File: config.mk
export PLATFORM = sky130hd
export DESIGN_NAME = vital_sign_alarm_monitor_top_flat
export DESIGN_NICKNAME = d
export VERILOG_FILES = /design/src/hdl/vsam_pkg.sv /design/src/hdl/vsam_req_if.sv /design/src/hdl/vsam_res_if.sv /design/src/hdl/vsam_eval.sv /design/src/hdl/vital_sign_alarm_monitor_top.sv /design/src/flat_wrapper.sv
export VERILOG_INCLUDE_DIRS = /design/src /design/src/hdl
export SDC_FILE = /design/constraint.sdc
export NUM_CORES = 1
export LEC_CHECK = 0
export BUFFER_PORTS_ARGS = -buffer_cell sky130_fd_sc_hd__buf_2
export CAP_MARGIN = 20
export CORE_MARGIN = 3
export CORE_UTILIZATION = 46
export CTS_BUF_LIST = sky130_fd_sc_hd__clkbuf_8 sky130_fd_sc_hd__clkbuf_16
export DETAILED_ROUTE_END_ITERATION = 16
export PLACE_DENSITY = 0.65
export SLEW_MARGIN = 20
export SYNTH_ARGS = -nofsm -noshare
export SYNTH_HDL_FRONTEND = slang
export SYNTH_HIERARCHICAL = 1
export SYNTH_SLANG_ARGS = --single-unit
export TNS_END_PERCENT = 1
File: constraint.sdc
create_clock -name clk -period 8.15 [get_ports clk]
set_input_delay 0.4075 -clock clk [delete_from_list [all_inputs] [get_ports clk]]
set_output_delay 0.4075 -clock clk [all_outputs]
set_load 0.02 [all_outputs]
File: src/hdl/vital_sign_alarm_monitor_top_assert.svh
// Assertion macros shared by the vital-sign alarm monitor RTL.
`ifndef VITAL_SIGN_ALARM_MONITOR_TOP_ASSERT_SVH
`define VITAL_SIGN_ALARM_MONITOR_TOP_ASSERT_SVH

// Check that cons holds in the same cycle whenever ante holds.
`define VSAM_ASSERT_NOW(lbl, ante, cons, msg) \
  lbl: assert property (@(posedge clk) disable iff (rst) (ante) |-> (cons)) \
    else $error(msg);

// Check that cons holds in the cycle after ante holds.
`define VSAM_ASSERT_NEXT(lbl, ante, cons, msg) \
  lbl: assert property (@(posedge clk) disable iff (rst) (ante) |=> (cons)) \
    else $error(msg);

`endif

File: src/hdl/vsam_pkg.sv
// Types and constants of the vital-sign alarm monitor.
package vsam_pkg;

  // request kinds
  localparam logic [1:0] REQ_NONE    = 2'd0;
  localparam logic [1:0] REQ_READING = 2'd1;
  localparam logic [1:0] REQ_MODE    = 2'd2;
  localparam logic [1:0] REQ_ALARM   = 2'd3;

  // event codes
  localparam logic [3:0] EV_NONE     = 4'd0;
  localparam logic [3:0] EV_SENSOR   = 4'd1;
  localparam logic [3:0] EV_SEVERE   = 4'd2;
  localparam logic [3:0] EV_LOW_RESP = 4'd3;
  localparam logic [3:0] EV_LOW_SPO2 = 4'd4;
  localparam logic [3:0] EV_HR_RANGE = 4'd5;
  localparam logic [3:0] EV_MODE     = 4'd6;
  localparam logic [3:0] EV_ALARM    = 4'd7;
  localparam logic [3:0] EV_SAVE     = 4'd8;

  // actuator commands
  localparam logic [1:0] CMD_NONE = 2'd0;
  localparam logic [1:0] CMD_ON   = 2'd1;
  localparam logic [1:0] CMD_OFF  = 2'd2;

  localparam logic [31:0] SAVE_INTERVAL_RESET = 32'd5000;

  // threshold sets, index 0 child, index 1 adult
  localparam logic [6:0] SPO2_MIN_TAB  [2] = '{7'd93, 7'd90};
  localparam logic [7:0] RR_MIN_TAB    [2] = '{8'd20, 8'd12};
  localparam logic [7:0] RR_SEVERE_TAB [2] = '{8'd12, 8'd8};
  localparam logic [8:0] HR_MIN_TAB    [2] = '{9'd80, 9'd60};
  localparam logic [8:0] HR_MAX_TAB    [2] = '{9'd130, 9'd100};

  typedef struct packed {
    logic [1:0]  req_type;
    logic        reading_valid;
    logic [7:0]  resp_rate;
    logic [6:0]  oxygen_sat;
    logic [8:0]  heart_rate;
    logic [31:0] now_ms;
  } vsam_item_t;

  typedef struct packed {
    logic        adult_mode;
    logic [31:0] last_save_time;
    logic [31:0] apnea_counter;
    logic [31:0] low_oxygen_counter;
    logic [31:0] cardiac_counter;
  } vsam_state_t;

  typedef struct packed {
    logic [3:0]  event_code;
    logic [1:0]  alarm_cmd;
    logic        mode_changed;
    logic        adult_active;
    logic        save_now;
    logic [31:0] apnea_total;
    logic [31:0] low_oxygen_total;
    logic [31:0] cardiac_total;
  } vsam_result_t;

endpackage

File: src/hdl/vsam_req_if.sv
// Request channel of the vital-sign alarm monitor: one update step per word.
interface vsam_req_if;
  logic        valid;
  logic        ready;
  logic [1:0]  req_type;
  logic        reading_valid;
  logic [7:0]  resp_rate;
  logic [6:0]  oxygen_sat;
  logic [8:0]  heart_rate;
  logic [31:0] now_ms;

  modport source (
    output valid, req_type, reading_valid, resp_rate, oxygen_sat, heart_rate, now_ms,
    input  ready
  );
  modport sink (
    input  valid, req_type, reading_valid, resp_rate, oxygen_sat, heart_rate, now_ms,
    output ready
  );
endinterface

File: src/hdl/vsam_res_if.sv
// Result channel of the vital-sign alarm monitor: one report per word.
interface vsam_res_if;
  logic        valid;
  logic        ready;
  logic [3:0]  event_code;
  logic [1:0]  alarm_cmd;
  logic        mode_changed;
  logic        adult_active;
  logic        save_now;
  logic [31:0] apnea_total;
  logic [31:0] low_oxygen_total;
  logic [31:0] cardiac_total;

  modport source (
    output valid, event_code, alarm_cmd, mode_changed, adult_active, save_now,
           apnea_total, low_oxygen_total, cardiac_total,
    input  ready
  );
  modport sink (
    input  valid, event_code, alarm_cmd, mode_changed, adult_active, save_now,
           apnea_total, low_oxygen_total, cardiac_total,
    output ready
  );
endinterface

File: src/hdl/vsam_eval.sv
// Step evaluator: classify one request, pick the event and form the next state.
module vsam_eval (
  input  vsam_pkg::vsam_item_t   item,
  input  vsam_pkg::vsam_state_t  cur,
  input  logic [31:0]            save_interval_ms,
  output vsam_pkg::vsam_result_t result,
  output vsam_pkg::vsam_state_t  state_next
);
  import vsam_pkg::*;

  logic        m;
  logic [3:0]  cls;
  logic [3:0]  ev;
  logic [31:0] elapsed;

  assign m       = cur.adult_mode;
  assign elapsed = item.now_ms - cur.last_save_time;

  // reading checks in priority order
  always_comb begin
    if (!item.reading_valid) begin
      cls = EV_SENSOR;
    end else if (item.resp_rate < RR_SEVERE_TAB[m]) begin
      cls = EV_SEVERE;
    end else if (item.resp_rate < RR_MIN_TAB[m]) begin
      cls = EV_LOW_RESP;
    end else if (item.oxygen_sat < SPO2_MIN_TAB[m]) begin
      cls = EV_LOW_SPO2;
    end else if (item.heart_rate < HR_MIN_TAB[m] || item.heart_rate > HR_MAX_TAB[m]) begin
      cls = EV_HR_RANGE;
    end else begin
      cls = EV_NONE;
    end
  end

  always_comb begin
    case (item.req_type)
      REQ_READING: ev = cls;
      REQ_MODE:    ev = EV_MODE;
      REQ_ALARM:   ev = EV_ALARM;
      default:     ev = EV_NONE;
    endcase
    // an idle step or a clean reading turns into a save once the interval has run out
    if (ev == EV_NONE && elapsed >= save_interval_ms) begin
      ev = EV_SAVE;
    end

    state_next          = cur;
    result.alarm_cmd    = CMD_NONE;
    result.mode_changed = 1'b0;
    result.save_now     = 1'b0;
    case (ev)
      EV_MODE: begin
        state_next.adult_mode = ~cur.adult_mode;
        result.mode_changed   = 1'b1;
      end
      EV_ALARM: begin
        result.alarm_cmd = CMD_OFF;
      end
      EV_SEVERE: begin
        state_next.apnea_counter = cur.apnea_counter + 32'd1;
        result.alarm_cmd         = CMD_ON;
      end
      EV_LOW_RESP: begin
        state_next.apnea_counter = cur.apnea_counter + 32'd1;
      end
      EV_LOW_SPO2: begin
        state_next.low_oxygen_counter = cur.low_oxygen_counter + 32'd1;
      end
      EV_HR_RANGE: begin
        state_next.cardiac_counter = cur.cardiac_counter + 32'd1;
      end
      EV_SAVE: begin
        state_next.last_save_time = item.now_ms;
        result.save_now           = 1'b1;
      end
      default: begin
      end
    endcase

    result.event_code       = ev;
    result.adult_active     = state_next.adult_mode;
    result.apnea_total      = state_next.apnea_counter;
    result.low_oxygen_total = state_next.low_oxygen_counter;
    result.cardiac_total    = state_next.cardiac_counter;
  end

endmodule

File: src/hdl/vital_sign_alarm_monitor_top.sv
// Top level of the vital-sign alarm monitor: staging registers, state and evaluator.
//
// Each request word is one update step: an idle tick, a vital-sign reading, a mode
// button press or an alarm button press, stamped with the millisecond time now_ms.
// Every accepted word yields exactly one report word, in order, carrying the event
// code, the actuator command, the mode flags, the save strobe and the three event
// counters after the step. Readings are checked against the child or adult threshold
// set; an idle step or a clean reading becomes a save once save_interval_ms has
// elapsed since the last save (wrapping 32-bit time). The block takes one word every
// clock while the sink keeps up: a word sits in the input register, the evaluator
// classifies it combinationally, and the report is loaded into the result register,
// which drives report valid, as the state register takes the new mode, counters and
// save time. The classify-and-count path between the input and result registers is
// combinational. The result register holds a report while the sink stalls and the
// input register keeps accepting until both are full. Write save_interval_ms through
// cfg_we / cfg_wdata only while the block is idle; it resets to 5000.
module vital_sign_alarm_monitor_top (
  input  logic        clk,
  input  logic        rst,
  input  logic        cfg_we,
  input  logic [31:0] cfg_wdata,
  vsam_req_if.sink    request,
  vsam_res_if.source  report
);
  import vsam_pkg::*;

  `include "vital_sign_alarm_monitor_top_assert.svh"

  logic [31:0]  save_interval_ms;
  logic         in_valid;
  vsam_item_t   in_item;
  logic         out_valid;
  vsam_result_t out_res;
  vsam_state_t  state;
  vsam_state_t  state_next;
  vsam_result_t result;
  logic         advance;

  // move the staged word into the result register when that slot is free
  assign advance       = in_valid && (!out_valid || report.ready);
  assign request.ready = !in_valid || advance;

  // configuration register
  always_ff @(posedge clk) begin
    if (rst) begin
      save_interval_ms <= SAVE_INTERVAL_RESET;
    end else if (cfg_we) begin
      save_interval_ms <= cfg_wdata;
    end
  end

  // input register: hold a word until the evaluator takes it
  always_ff @(posedge clk) begin
    if (rst) begin
      in_valid <= 1'b0;
    end else if (request.ready) begin
      in_valid <= request.valid;
    end
  end

  always_ff @(posedge clk) begin
    if (request.ready && request.valid) begin
      in_item.req_type      <= request.req_type;
      in_item.reading_valid <= request.reading_valid;
      in_item.resp_rate     <= request.resp_rate;
      in_item.oxygen_sat    <= request.oxygen_sat;
      in_item.heart_rate    <= request.heart_rate;
      in_item.now_ms        <= request.now_ms;
    end
  end

  vsam_eval u_eval (
    .item             (in_item),
    .cur              (state),
    .save_interval_ms (save_interval_ms),
    .result           (result),
    .state_next       (state_next)
  );

  // mode, save time and counters advance once per evaluated word
  always_ff @(posedge clk) begin
    if (rst) begin
      state <= '0;
    end else if (advance) begin
      state <= state_next;
    end
  end

  // result register: hold the report while the sink stalls
  always_ff @(posedge clk) begin
    if (rst) begin
      out_valid <= 1'b0;
    end else if (advance) begin
      out_valid <= 1'b1;
    end else if (report.ready) begin
      out_valid <= 1'b0;
    end
  end

  always_ff @(posedge clk) begin
    if (advance) begin
      out_res <= result;
    end
  end

  assign report.valid            = out_valid;
  assign report.event_code       = out_res.event_code;
  assign report.alarm_cmd        = out_res.alarm_cmd;
  assign report.mode_changed     = out_res.mode_changed;
  assign report.adult_active     = out_res.adult_active;
  assign report.save_now         = out_res.save_now;
  assign report.apnea_total      = out_res.apnea_total;
  assign report.low_oxygen_total = out_res.low_oxygen_total;
  assign report.cardiac_total    = out_res.cardiac_total;

  `VSAM_ASSERT_NEXT(a_mode_hold, advance && !result.mode_changed,
    state.adult_mode == $past(state.adult_mode), "mode moved without a toggle")
  `VSAM_ASSERT_NEXT(a_save_time, advance && result.save_now,
    state.last_save_time == $past(in_item.now_ms), "save time not taken from the saving step")
  `VSAM_ASSERT_NOW(a_alarm_on, out_valid,
    (out_res.alarm_cmd == CMD_ON) == (out_res.event_code == EV_SEVERE),
    "alarm on without severe event")
  `VSAM_ASSERT_NOW(a_save_strobe, out_valid,
    out_res.save_now == (out_res.event_code == EV_SAVE), "save strobe out of step with event")
  `VSAM_ASSERT_NOW(a_full_stall, in_valid && !advance, !request.ready,
    "word accepted into a full input register")

endmodule

File: src/flat_wrapper.sv
// flat-port wrapper written by rule: the top's interface ports become plain ports
module vital_sign_alarm_monitor_top_flat import vsam_pkg::*;
  (clk, rst, cfg_we, cfg_wdata, request_valid, request_req_type, request_reading_valid, request_resp_rate, request_oxygen_sat, request_heart_rate, request_now_ms, request_ready, report_valid, report_event_code, report_alarm_cmd, report_mode_changed, report_adult_active, report_save_now, report_apnea_total, report_low_oxygen_total, report_cardiac_total, report_ready);
  vsam_req_if request_i ();
  vsam_res_if report_i ();
  input  logic clk;
  input  logic rst;
  input  logic cfg_we;
  input  logic [31:0] cfg_wdata;
  input wire logic [$bits(request_i.valid)-1:0] request_valid;
  input wire logic [$bits(request_i.req_type)-1:0] request_req_type;
  input wire logic [$bits(request_i.reading_valid)-1:0] request_reading_valid;
  input wire logic [$bits(request_i.resp_rate)-1:0] request_resp_rate;
  input wire logic [$bits(request_i.oxygen_sat)-1:0] request_oxygen_sat;
  input wire logic [$bits(request_i.heart_rate)-1:0] request_heart_rate;
  input wire logic [$bits(request_i.now_ms)-1:0] request_now_ms;
  output wire logic [$bits(request_i.ready)-1:0] request_ready;
  output wire logic [$bits(report_i.valid)-1:0] report_valid;
  output wire logic [$bits(report_i.event_code)-1:0] report_event_code;
  output wire logic [$bits(report_i.alarm_cmd)-1:0] report_alarm_cmd;
  output wire logic [$bits(report_i.mode_changed)-1:0] report_mode_changed;
  output wire logic [$bits(report_i.adult_active)-1:0] report_adult_active;
  output wire logic [$bits(report_i.save_now)-1:0] report_save_now;
  output wire logic [$bits(report_i.apnea_total)-1:0] report_apnea_total;
  output wire logic [$bits(report_i.low_oxygen_total)-1:0] report_low_oxygen_total;
  output wire logic [$bits(report_i.cardiac_total)-1:0] report_cardiac_total;
  input wire logic [$bits(report_i.ready)-1:0] report_ready;
  assign request_i.valid = request_valid;
  assign request_i.req_type = request_req_type;
  assign request_i.reading_valid = request_reading_valid;
  assign request_i.resp_rate = request_resp_rate;
  assign request_i.oxygen_sat = request_oxygen_sat;
  assign request_i.heart_rate = request_heart_rate;
  assign request_i.now_ms = request_now_ms;
  assign request_ready = request_i.ready;
  assign report_valid = report_i.valid;
  assign report_event_code = report_i.event_code;
  assign report_alarm_cmd = report_i.alarm_cmd;
  assign report_mode_changed = report_i.mode_changed;
  assign report_adult_active = report_i.adult_active;
  assign report_save_now = report_i.save_now;
  assign report_apnea_total = report_i.apnea_total;
  assign report_low_oxygen_total = report_i.low_oxygen_total;
  assign report_cardiac_total = report_i.cardiac_total;
  assign report_i.ready = report_ready;
  vital_sign_alarm_monitor_top u_core (.clk(clk), .rst(rst), .cfg_we(cfg_we), .cfg_wdata(cfg_wdata), .request(request_i), .report(report_i));
endmodule
After elaboration in Yosys (flattened, before gate mapping)
Cells that the tools add are included.
{"block": "classes", "n_eq_ne": 10, "order_cmp": 7, "n_addsub": 4, "bitwise_logic": 2, "reduce_logical": 12, "muxes": 31}
{"cell": "adder 32 x 1 -> 32 bit, second input constant", "count": 3}
{"cell": "2-to-1 mux 32 bit", "count": 3}
{"cell": "2-to-1 mux 8 bit", "count": 5}
{"cell": "2-to-1 mux 9 bit", "count": 4}
{"cell": ">= comparator 32 bit", "count": 1}
{"cell": "subtractor 32 bit", "count": 1}
{"cell": "2-to-1 mux 3 bit", "count": 7}
{"cell": "2-to-1 mux 7 bit", "count": 3}
{"cell": "== test 4 x 3 -> 1 bit, second input constant", "count": 4}
{"cell": "less-than comparator 8 bit", "count": 2}
{"cell": "case mux 4 bit (3 select lines)", "count": 1}
{"cell": "greater-than comparator 9 bit", "count": 1}
{"cell": "less-than comparator 9 bit", "count": 1}
{"cell": "== test 4 x 2 -> 1 bit, second input constant", "count": 2}
{"cell": "less-than comparator 7 bit", "count": 1}
{"cell": "2-to-1 mux 1 bit", "count": 5}
{"cell": "2-to-1 mux 5 bit", "count": 1}
{"cell": "== test 2 bit, second input constant", "count": 2}
{"cell": "== test 4 bit, second input constant", "count": 1}
{"cell": "logical NOT 4 bit", "count": 1}
{"cell": "2-to-1 mux 4 bit", "count": 1}
{"cell": "case mux 2 bit (2 select lines)", "count": 1}
{"cell": "logical AND 1 bit", "count": 3}
{"cell": "logical OR 1 bit", "count": 3}
{"cell": "8 further kinds", "count": 9}
{"block": "word_totals", "in_bits": 96, "regBits": 327, "output_inout_bits": 107, "elab_cells": 88}

Logic depth before layout (Yosys ltp)
Gate-level depths: netlist of run 1.
{"block": "logic_depth", "word_depth": 18, "ltp_mapped": 26, "depth_no_buf": 25}

Modules after synthesis
The synthesis of run 1 kept the hierarchy.
{"module": "vital_sign_alarm_monitor_top", "cells_per_inst": 837, "seq_area_each_um2": 8187.9, "area_per_inst_um2": 11939.0, "instances": 1}
{"module": "vsam_eval", "cells_per_inst": 834, "seq_area_each_um2": 0.0, "area_per_inst_um2": 6003.3, "instances": 1}

Least setup slack after synthesis of run 1
Ideal clock, no wire load.
{"block": "synth_path", "kind": "register to register", "startpoint": "register u_core/in_item[0] (netlist name)", "endpoint": "register u_core/state[118] (netlist name)", "t_required_ps": 7989, "path_slack_ps": 3354, "setup_time_ps": 161, "path_buffers": 1, "period_less_slack_ps": 4796, "arrival_ps": 4634, "stages_incl_launch_ff": 25, "cell_sequence": "edfxtp_1 inv_1 ha_1 inv_1 fa_1 a21oi_1 nor2_1 o31ai_1 a21boi_0 o21a_1 o21ai_0 nand2_1 or4_1 nand3b_1 ha_1 nand4_1 or2_2 nor2_1 a2111oi_0 a2111oi_0 o31ai_4 buf_6 mux2_4 nand2b_1 mux2i_1"}
{"block": "synth_via", "elab_chain_cells": 6}
{"element": "from (decl)", "line_no": "vital_sign_alarm_monitor_top.sv:31", "rtl": "vsam_item_t in_item;"}
{"element": "subtractor 32 bit", "line_no": "vsam_eval.sv:17", "rtl": "assign elapsed = item.now_ms - cur.last_save_time;"}
{"element": ">= comparator 32 bit", "line_no": "vsam_eval.sv:44", "rtl": "if (ev == EV_NONE && elapsed >= save_interval_ms) begin"}
{"element": "logical AND 1 bit", "line_no": "vsam_eval.sv:44"}
{"element": "2-to-1 mux 4 bit", "line_no": "vsam_eval.sv:44"}
{"element": "== test 4 bit", "line_no": "vsam_eval.sv:52", "rtl": "case (ev)"}
{"element": "AND reduction 2 bit (no line)"}
{"element": "to (signal assigned)", "line_no": "vital_sign_alarm_monitor_top.sv:85", "rtl": "state <= state_next;"}
{"element": "to (decl)", "line_no": "vital_sign_alarm_monitor_top.sv:34", "rtl": "vsam_state_t state;"}
No other way between the ends.
A chain may end at the register's enable or synchronous reset.

Worst setup path after layout of run 1
{"block": "layout_path", "startpoint": "register u_core/in_item[0] (netlist name)", "endpoint": "register u_core/state[97] (netlist name)"}
The elaborated chain is that of the path after synthesis.

==> reports/results.txt, run 1 <==
Clock Latency Late Sink = 0.55 ns
gr ovfl total = 0
Syn. warnings = 6
ANT cells = 0
TritonCTS Buffers = 37
Tmin final = 5.73 ns
CTS resizes = 0
min-delay worst type = input pin to flip-flop
MaxCap Viol Count = 0
via count = 11500
endpoints failing setup = 0
Die Ht = 203 um
DR pass1 iterations = 6
final non-filler cell total = 2307
Worst Path Required = 8.54 ns
initial DRC count = 503
Pwr Density = 196 mW/mm^2
final wirelength = 35100 um
TNS Setup = 0 ns
worst vdd ir = 0.174 mV
fin crit share = 0.703
final net count = 1943
Placer Congestion = 0.819
antenna viol nets, final = 0
HPWL after DPL = 24100 um
first-pass GRT wire length = 57600 um
share of layout cells above drive strength 1 = 0.173
FP Rows = 71
Mean Syn Cell Area = 10.7 um^2
vias per cell = 4.97
area of the die = 0.0413 mm^2
All-Layer GR Usage = 0.169
area grow syn2layout = 10.5%
Residual DRC = 0
nature of the critical path startpoint = flip-flop
initial antenna violation count = 0
Die X = 203 um
Cell Count Post-Placement = 2229
# IOs = 203
Routed wire per std cell = 15.2 um
Post-Syn Instances = 1669
Syn Std Cell Area = 0.0179 mm^2
maximum clock path buffer count = 3
worst slew pin tran = 1.01 ns
fin. max-slew vios = 0
total core area = 0.0380 mm^2
total setup buffers inserted after CTS = 0
Max-slew headroom = 0.326
skew final = 0.0150 ns
vias in the first global route = 11500
Final Hold Vio Count = 0
hold buffer count at cts = 11
root buffer cell = clkbuf_16
CTS sink count = 325
Net Count, Synth = 1844
initial core utilization = 0.470
TritonCTS clock tree = built
H-Tree Depth = 2
CP Capture Type = flip-flop
CTS clk-pin slew, worst paths = 0.06 ns
Core Util, Final = 0.520
IO buf count = 200
crit path DAT = 6.13 ns
largest net degree at the start of global routing = 180
RSZ-0062 raised after global routing = no
FMAX = 0.174 GHz
CP Class = flip-flop to flip-flop
Worst Path Max Fanout = 34
outcome = finished clean
Leak Pwr = 7.72 nW
-- placed cells by master (no fill, tap or decap), types with 5 or more instances in the layout --
master / instances
inv_1: 105
and2_1: 11
clkbuf_16: 39
edfxtp_1: 162
mux2_4: 28
buf_2: 199
nand2b_1: 266
dfxtp_1: 163
o21a_1: 11
clkinv_2: 6
a211o_1: 5
and3_1: 25
o21ai_0: 20
mux2_2: 7
xor2_1: 60
nand3_1: 36
nor4_1: 6
xnor2_1: 62
a21o_1: 19
a21oi_1: 39
ha_1: 78
nor2_1: 80
nand2_1: 58
dlygate4sd3_1: 11
nor3_1: 26
nand4_1: 21
buf_4: 5
nor2b_1: 16
mux2i_1: 156
o211ai_1: 6
-- cell type report --
class / count / area [um^2]
Inverter: 93 / 349
Clock buffer: 43 / 1030
Sequential cell: 325 / 8130
Timing Repair Buffer: 217 / 1170
Tap cell: 511 / 639
Fill cell: 3433 / 18300
Clock inverter: 24 / 153
Multi-Input combinational cell: 1094 / 8280
-- sequential cells by signal, indices dropped and copies added (netlist names) --
register / cells
u_core/in_item: 57
u_core/in_valid: 1
u_core/report.adult_active: 1
u_core/report.alarm_cmd: 2
u_core/report.apnea_total: 32
u_core/report.cardiac_total: 32
u_core/report.event_code: 4
u_core/report.low_oxygen_total: 32
u_core/report.mode_changed: 1
u_core/report.save_now: 1
u_core/report.valid: 1
u_core/save_interval_ms: 32
u_core/state: 129
-- metal layers --
layer | vias up | track usage | share of wire
li1 | 5817 | - | -
met5 | - | 0 | 0
met4 | 0 | 0.0548 | 0.024
met3 | 63 | 0.0294 | 0.040
met1 | 5393 | 0.218 | 0.46
met2 | 204 | 0.290 | 0.48
-- per-stage QoR --
step	setup WS, ns	hold WS, ns	instance area, um^2	total power, mW
after floorplan	3.35	0.449	17900	2.18
after global placement	2.52	0.458	18500	2.29
after detailed placement	2.34	0.472	18500	2.30
after CTS	2.33	0.000601	19800	3.93
after global routing	2.03	0.0103	19800	4.04
final	2.42	0.0391	19800	3.86
-- report_power, final --
group          leakage, nW  total [mW]  internal (mW)  switching [mW]
registers             2.81        1.80           1.77          0.0279
clock network        0.632        1.60          0.937           0.662
logic                 4.27       0.462          0.206           0.256
-- critical path, stage by stage (launching register included) --
cell	delay, ns
edfxtp_1	0.38
inv_1	0.07
ha_1	0.19
inv_1	0.07
fa_1	0.41
a21oi_1	0.20
nor2_1	0.10
o31ai_1	0.42
a21boi_0	0.22
o21a_1	0.22
o21ai_0	0.14
nand2_1	0.12
or4_1	0.40
nand3b_1	0.13
ha_1	0.24
nand4_1	0.08
or2_2	0.12
nor2_1	0.05
a2111oi_0	0.42
a2111oi_0	0.25
o31ai_4	0.24
buf_4	0.57
mux2_2	0.41
nand2b_1	0.07
mux2i_1	0.07
-- final timing paths --
path                         startpoint                  to  slack, ns  cells after the start
setup reg to reg      u_core/in_item[0]    u_core/state[97]       2.42                     24
hold / removal    request_heart_rate[8]  u_core/in_item[40]       0.04                      1
setup / recovery      u_core/in_item[0]    u_core/state[97]       2.42                     24
hold reg to reg        u_core/state[21]    u_core/state[21]       0.47                      2
Power figures use the tool's default switching activity.
==> run 2: changes to the inputs <==
==> constraint.sdc (replaced) <==
create_clock -name clk -period 5.4 [get_ports clk]
set_input_delay 0.27 -clock clk [delete_from_list [all_inputs] [get_ports clk]]
set_output_delay 0.27 -clock clk [all_outputs]
set_load 0.02 [all_outputs]
==> run 2 against run 1 <==
Sequential share of layout area down 1.8 points; largest power group unchanged; non-clock buffer count up 88; final cell count up 3.8%; critical path depth unchanged; combinational power up 68%; highest routed layer unchanged.
==> reports/results.txt, run 2 (same netlist as run 1, synthesis figures left out) <==
outcome = finished clean
via count = 12000 (+4.1%)
CTS clk-pin slew, worst paths = 0.06 ns (about the same)
Worst Path Required = 5.77 ns (-2.77 ns)
ANT cells = 0 (unchanged)
Max-slew headroom = 0.304 (-0.0226)
Cell Count Post-Placement = 2231 (+0.090%)
root buffer cell = clkbuf_16
max FFs per register = 129 (unchanged)
skew final = 0.0163 ns (+0.00129 ns)
total core area = 0.0380 mm^2 (unchanged)
Final WS setup = 0.277 ns (-2.14 ns)
maximum clock path buffer count = 3 (unchanged)
Leak Pwr = 8.07 nW (+4.6%)
FMAX = 0.195 GHz (+12%)
final wirelength = 37200 um (+5.9%)
sw power = 1.44 mW (+53%)
share of layout cells above drive strength 1 = 0.173 (-0.000657)
Crit-path slowest cell = edfxtp_1
worst slew pin tran = 1.04 ns (+0.0338 ns)
Clock Latency Late Sink = 0.54 ns (about the same)
most common cell after layout, fill and taps aside = nand2b_1
Pwr Density = 283 mW/mm^2 (+45%)
FP Rows = 71 (unchanged)
# IOs = 203 (unchanged)
CP max stage delay = 0.42 ns (-0.15 ns)
MaxCap Viol Count = 0 (unchanged)
fin. max-slew vios = 0 (unchanged)
nature of the critical path startpoint = flip-flop
final non-filler cell total = 2395 (+3.8%)
area of the die = 0.0413 mm^2 (unchanged)
endpoints failing setup = 0 (unchanged)
worst vdd ir = 0.290 mV (+67%)
crit path DAT = 5.50 ns (-0.63 ns)
crit path cell chain = ha_1, nor2b_1, o31a_1, o41a_1, a31o_2, nand2_1, o21bai_1, a21oi_1, o21bai_1, xor2_1, ha_1, a21o_1, a21oi_1, nor2b_1, o21ai_0, a21oi_1, a2111oi_2, a2111oi_2, o31ai_4, buf_4, buf_6, mux2_4, nand2b_1, mux2i_1
Die Ht = 203 um (unchanged)
clock power share = 0.401 (-0.013)
initial antenna violation count = 0 (unchanged)
Worst Path Max Fanout = 8 (-76%)
initial DRC count = 611 (+21%)
most frequent cells in the layout = nand2b_1 (266), buf_2 (199), dfxtp_1 (163), edfxtp_1 (162), mux2i_1 (156)
Comb pwr share = 0.133 (+0.013)
most frequent CP cell = a21oi_1
DR pass1 iterations = 8 (+2)
TritonCTS Buffers = 37 (unchanged)
HPWL after DPL = 24300 um (+0.85%)
TNS Setup = 0 ns (unchanged)
min-delay worst type = input pin to flip-flop
final net count = 2031 (+4.5%)
area grow syn2layout = 15.4%
TritonCTS clock tree = built
antenna viol nets, final = 0 (unchanged)
CTS sink count = 325 (unchanged)
CP Capture Type = flip-flop
Tmin final = 5.12 ns (-0.608 ns)
H-Tree Depth = 2 (unchanged)
Final Hold Vio Count = 0 (unchanged)
Sw Share = 0.247 (+0.00247)
Residual DRC = 0 (unchanged)
vias per cell = 4.99 (+0.32%)
largest net degree at the start of global routing = 205 (+14%)
initial core utilization = 0.470 (unchanged)
Placer Congestion = 0.861 (+5.0%)
Power, Total = 5.84 mW (+51%)
Largest regs = u_core/state x129, u_core/in_item x57
first-pass GRT wire length = 60400 um (+4.9%)
All-Layer GR Usage = 0.177 (+0.00746)
Routed wire per std cell = 15.5 um (+2.0%)
dpl ws = 0.0148 ns (-2.32 ns)
Die X = 203 um (unchanged)
Largest Register = u_core/state
IO buf count = 200 (unchanged)
share of power burned in registers = 0.467 (about the same)
CP Class = flip-flop to flip-flop
gr ovfl total = 0 (unchanged)
fin crit share = 0.949 (+0.246)
Int Power = 4.39 mW (+51%)
vias in the first global route = 12000 (+4.3%)
==> run 2: changes by cell type in the layout (fill, tap and decap cells not counted), moves of 2 or more <==
cell,previous run,this run
dlygate4sd3_1,11,90
clkinvlp_4,0,3
a21oi_2,0,2
a2111oi_2,0,2
o21ai_1,1,5
buf_4,5,11
inv_6,0,2
a21oi_1,39,37
inv_1,105,107
o21ai_0,20,16
clkinv_2,6,3
a2111oi_0,2,0
==> run 2: metal layers <==
metal	part of all wire	track usage
met2	0.48	0.300
met5	0	0
met1	0.45	0.229
met3	0.042	0.0302
met4	0.029	0.0610
==> run 2: path summary, 6_finish.rpt <==
check	start	to	slack, ns	cells past startpoint
hold / removal	report_ready	u_core/report.valid	0.07	4
hold reg to reg	u_core/state[62]	u_core/state[62]	0.48	2
setup reg to reg	u_core/in_item[1]	u_core/state[103]	0.28	24
setup / recovery	u_core/in_item[1]	u_core/state[103]	0.28	24
==> run 2: worst max-delay path: cells and delay by family, from the launching register on <==
family,cells,cell delay (ns)
compound gates,13,2.65
fa+ha+maj,2,0.61
flops,1,0.42
buf+inv,2,0.38
mux,2,0.38
simple gates,4,0.37
xor+xnor,1,0.16
==> run 2: cell type report <==
class	instances	area (um^2)
fill	3294	17400
multi-input combinational	1094	8330
sequential	325	8130
timing repair buffer	305	2070
clock buffer	41	981
tap	511	639
inverter	93	349
clock inverter	26	149
==> run 2: power groups by stage <==
stage               clock network (mW)  logic, mW  registers [mW]
floorplan                            0      0.478            2.81
global placement                     0      0.677            2.78
detailed placement                   0      0.693            2.78
CTS                               2.42      0.747            2.72
global route                      2.52      0.852            2.73
finish                            2.34      0.774            2.72
==> run 2: timing repair <==
action | 4_1_cts | 5_1_grt
setup endpoints to repair | 0 | 34
hold endpoints to repair | 90 | 0
resized for setup | 0 | 17
buffers inserted | 0 | 5
hold buffers | 90 | 0
==> run 2: metrics by stage <==
stage / util / cell area (um^2) / hold slack (ns)
after global routing: 0.543 / 20600 / 0.0850
after detailed placement: 0.486 / 18500 / 0.448
final: 0.543 / 20600 / 0.0681
after global placement: 0.486 / 18500 / 0.448
after floorplan: - / 17900 / 0.369
after CTS: 0.540 / 20500 / 0.0308
==> run 3: changes to the inputs <==
--- a/config.mk
+++ b/config.mk
@@ -13,6 +13,7 @@
 export CTS_BUF_LIST = sky130_fd_sc_hd__clkbuf_8 sky130_fd_sc_hd__clkbuf_16
 export DETAILED_ROUTE_END_ITERATION = 16
 export PLACE_DENSITY = 0.65
+export RECOVER_POWER = 100
 export SLEW_MARGIN = 20
 export SYNTH_ARGS = -nofsm -noshare
 export SYNTH_HDL_FRONTEND = slang
==> run 3 against run 2 <==
The run now ends with max-capacitance violations, max-slew violations left; wire length increased by 0.65%; final cell count unchanged; clock power about the same; count of clock-buffer cells in the layout unchanged; utilization decreased by 0.57 points; register-to-register slack about the same; via count increased by 0.22%; sequential power about the same; critical path depth unchanged; power decreased by 0.21%; setup slack got worse by 0.012 ns; critical endpoint unchanged; largest power group unchanged.
==> reports/results.txt, run 3 (same netlist as run 1, synthesis figures left out) <==
fin. max-slew vios = 179 (+179)
max FFs per register = 129 (unchanged)
share of layout cells above drive strength 1 = 0.106 (-0.0669)
crit path cell chain = ha_1, nor2b_1, o31a_1, o41a_1, a31o_2, nand2_1, o21bai_1, a21oi_1, o21bai_1, xor2_1, ha_1, a21o_1, a21oi_1, nor2b_1, o21ai_0, a21oi_1, a2111oi_2, a2111oi_2, o31ai_4, buf_4, buf_6, mux2_4, nand2b_1, mux2i_1
failing checks = max-capacitance violations, max-slew violations
Placer Congestion = 0.861 (unchanged)
area grow syn2layout = 14.2%
WHS = 0.0871 ns (+0.0190 ns)
antenna viol nets, final = 0 (unchanged)
most frequent cells in the layout = nand2b_1 (266), dfxtp_1 (163), edfxtp_1 (162), mux2i_1 (156), clkbuf_1 (117)
worst r2r path cells = 24 (unchanged)
DR pass1 iterations = 5 (-3)
final net count = 2031 (unchanged)
worst vdd ir = 0.287 mV (-1.1%)
endpoints failing setup = 0 (unchanged)
Clock Latency Late Sink = 0.54 ns (about the same)
sw power = 1.44 mW (-0.23%)
area of the die = 0.0413 mm^2 (unchanged)
Max-slew headroom = -1.31 (-1.61)
share of power burned in registers = 0.468 (about the same)
Die Ht = 203 um (unchanged)
CP startpoint = u_core/in_item[1]
Power, Total = 5.83 mW (-0.21%)
nature of the critical path startpoint = flip-flop
root buffer cell = clkbuf_16
Residual DRC = 0 (unchanged)
TritonCTS clock tree = built
FMAX = 0.195 GHz (-0.24%)
Routed wire per std cell = 15.6 um (+0.65%)
CTS sink count = 325 (unchanged)
initial core utilization = 0.470 (unchanged)
worst slew pin tran = 3.46 ns (+2.41 ns)
IO buf count = 200 (unchanged)
end of the worst register-to-register path = u_core/state[103]
TritonCTS Buffers = 37 (unchanged)
Pwr Density = 285 mW/mm^2 (+0.85%)
initial DRC count = 617 (+0.98%)
vias in the first global route = 12000 (unchanged)
Tmin final = 5.14 ns (+0.0122 ns)
worst r2r src = u_core/in_item[1]
crit path DAT = 5.51 ns (about the same)
largest net degree at the start of global routing = 205 (unchanged)
final wirelength = 37400 um (+0.65%)
CTS clk-pin slew, worst paths = 0.06 ns (about the same)
initial antenna violation count = 0 (unchanged)
CP Capture Type = flip-flop
clock power share = 0.401 (about the same)
HPWL after DPL = 24300 um (unchanged)
gr ovfl total = 0 (unchanged)
Largest regs = u_core/state x129, u_core/in_item x57
via count = 12000 (+0.22%)
Sw Share = 0.247 (about the same)
Largest Register = u_core/state
Reg2Reg Setup Slack = 0.26 ns (about the same)
most frequent CP cell = a21oi_1
CP max stage delay = 0.41 ns (about the same)
Leak Pwr = 7.77 nW (-3.8%)
first-pass GRT wire length = 60400 um (unchanged)
Die X = 203 um (unchanged)
total core area = 0.0380 mm^2 (unchanged)
Int Power = 4.38 mW (-0.20%)
FP Rows = 71 (unchanged)
outcome = complete, but fails checks
Worst Path Max Fanout = 8 (unchanged)
H-Tree Depth = 2 (unchanged)
MaxCap Viol Count = 4 (+4)
Final Hold Vio Count = 0 (unchanged)
All-Layer GR Usage = 0.177 (unchanged)
maximum clock path buffer count = 3 (unchanged)
Worst Setup EP = u_core/state[103]
fin crit share = 0.951 (+0.00225)
TNS Setup = 0 ns (unchanged)
skew final = 0.0164 ns (+0.0000713 ns)
Worst Path Required = 5.77 ns (about the same)
Comb pwr share = 0.130 (-0.003)
vias per cell = 5.00 (+0.22%)
CP Class = flip-flop to flip-flop
Crit-path slowest cell = edfxtp_1
ANT cells = 0 (unchanged)
Core Util, Final = 0.537 (-0.00573)
# IOs = 203 (unchanged)
most common cell after layout, fill and taps aside = nand2b_1
min-delay worst type = input pin to flip-flop
## run 3: cell types whose count changed in the layout (fill, tap and decap cells not counted), moves of 2 or more
cell	delta
buf_2	-114
nor2b_4	-2
mux2_1	+2
buf_4	-4
and2_1	-4
and2_0	+4
clkbuf_1	+117
nor2b_1	+2
mux2_2	-2
## run 3: critical path: cells and delay by family (launching register included)
kind                       cells  cell delay [ns]
AOI/OAI and AO/OA             13             2.66
adders and majority gates      2             0.61
DFF                            1             0.41
buffers and inverters          2             0.38
muxes                          2             0.38
and+or+nand+nor                4             0.37
xor gates and xnor gates       1             0.16
## run 3: metrics by stage
step	instance area [um^2]	instances	setup WS (ns)
after floorplan	17900	1669	0.604
after global placement	18500	2231	0.160
after detailed placement	18500	2231	0.0148
after CTS	20500	2388	0.00449
after global routing	20400	2395	-0.0646
final	20400	2395	0.264
## run 3: worst min path at each step
| stage | start | endpoint | slack (ns) | cells past startpoint |
|---|---|---|---|---|
| floorplan | request_now_ms[0] | u_core/in_item[0] | 0.37 | 0 |
| global placement | request_oxygen_sat[4] | u_core/in_item[45] | 0.45 | 1 |
| detailed placement | request_now_ms[19] | u_core/in_item[19] | 0.45 | 1 |
| CTS | report_ready | u_core/report.valid | 0.03 | 4 |
| global route | report_ready | u_core/report.valid | 0.11 | 4 |
| finish | report_ready | u_core/report.valid | 0.09 | 4 |
## run 3: repair_timing
action	CTS	global route
endpoints found under the setup margin	0	34
hold buffers	90	0
hold endpoints to repair	90	0
setup buffers	0	5
resized for setup	0	17
## run 3: area by class of cell
class	instances	area (um^2)
inverter	93	349
tap	511	639
clock buffer	41	981
timing repair buffer	305	1910
clock inverter	26	149
multi-input combinational	1094	8270
fill	3382	17600
sequential	325	8130
## run 3: per-layer routing
metal	vias up	GRT usage	wire (um)
li1	5992	-	-
met5	-	0	0
met1	5690	0.229	17000
met3	62	0.0302	1620
met2	235	0.300	17800
met4	0	0.0610	1050
## run 3: power groups by stage
stage | registers, mW | clock network (mW) | logic (mW)
2_1_floorplan | 2.81 | 0 | 0.478
3_5_place_dp | 2.78 | 0 | 0.693
6_report | 2.73 | 2.34 | 0.760
5_1_grt | 2.74 | 2.52 | 0.838
3_3_place_gp | 2.78 | 0 | 0.677
4_1_cts | 2.72 | 2.42 | 0.747
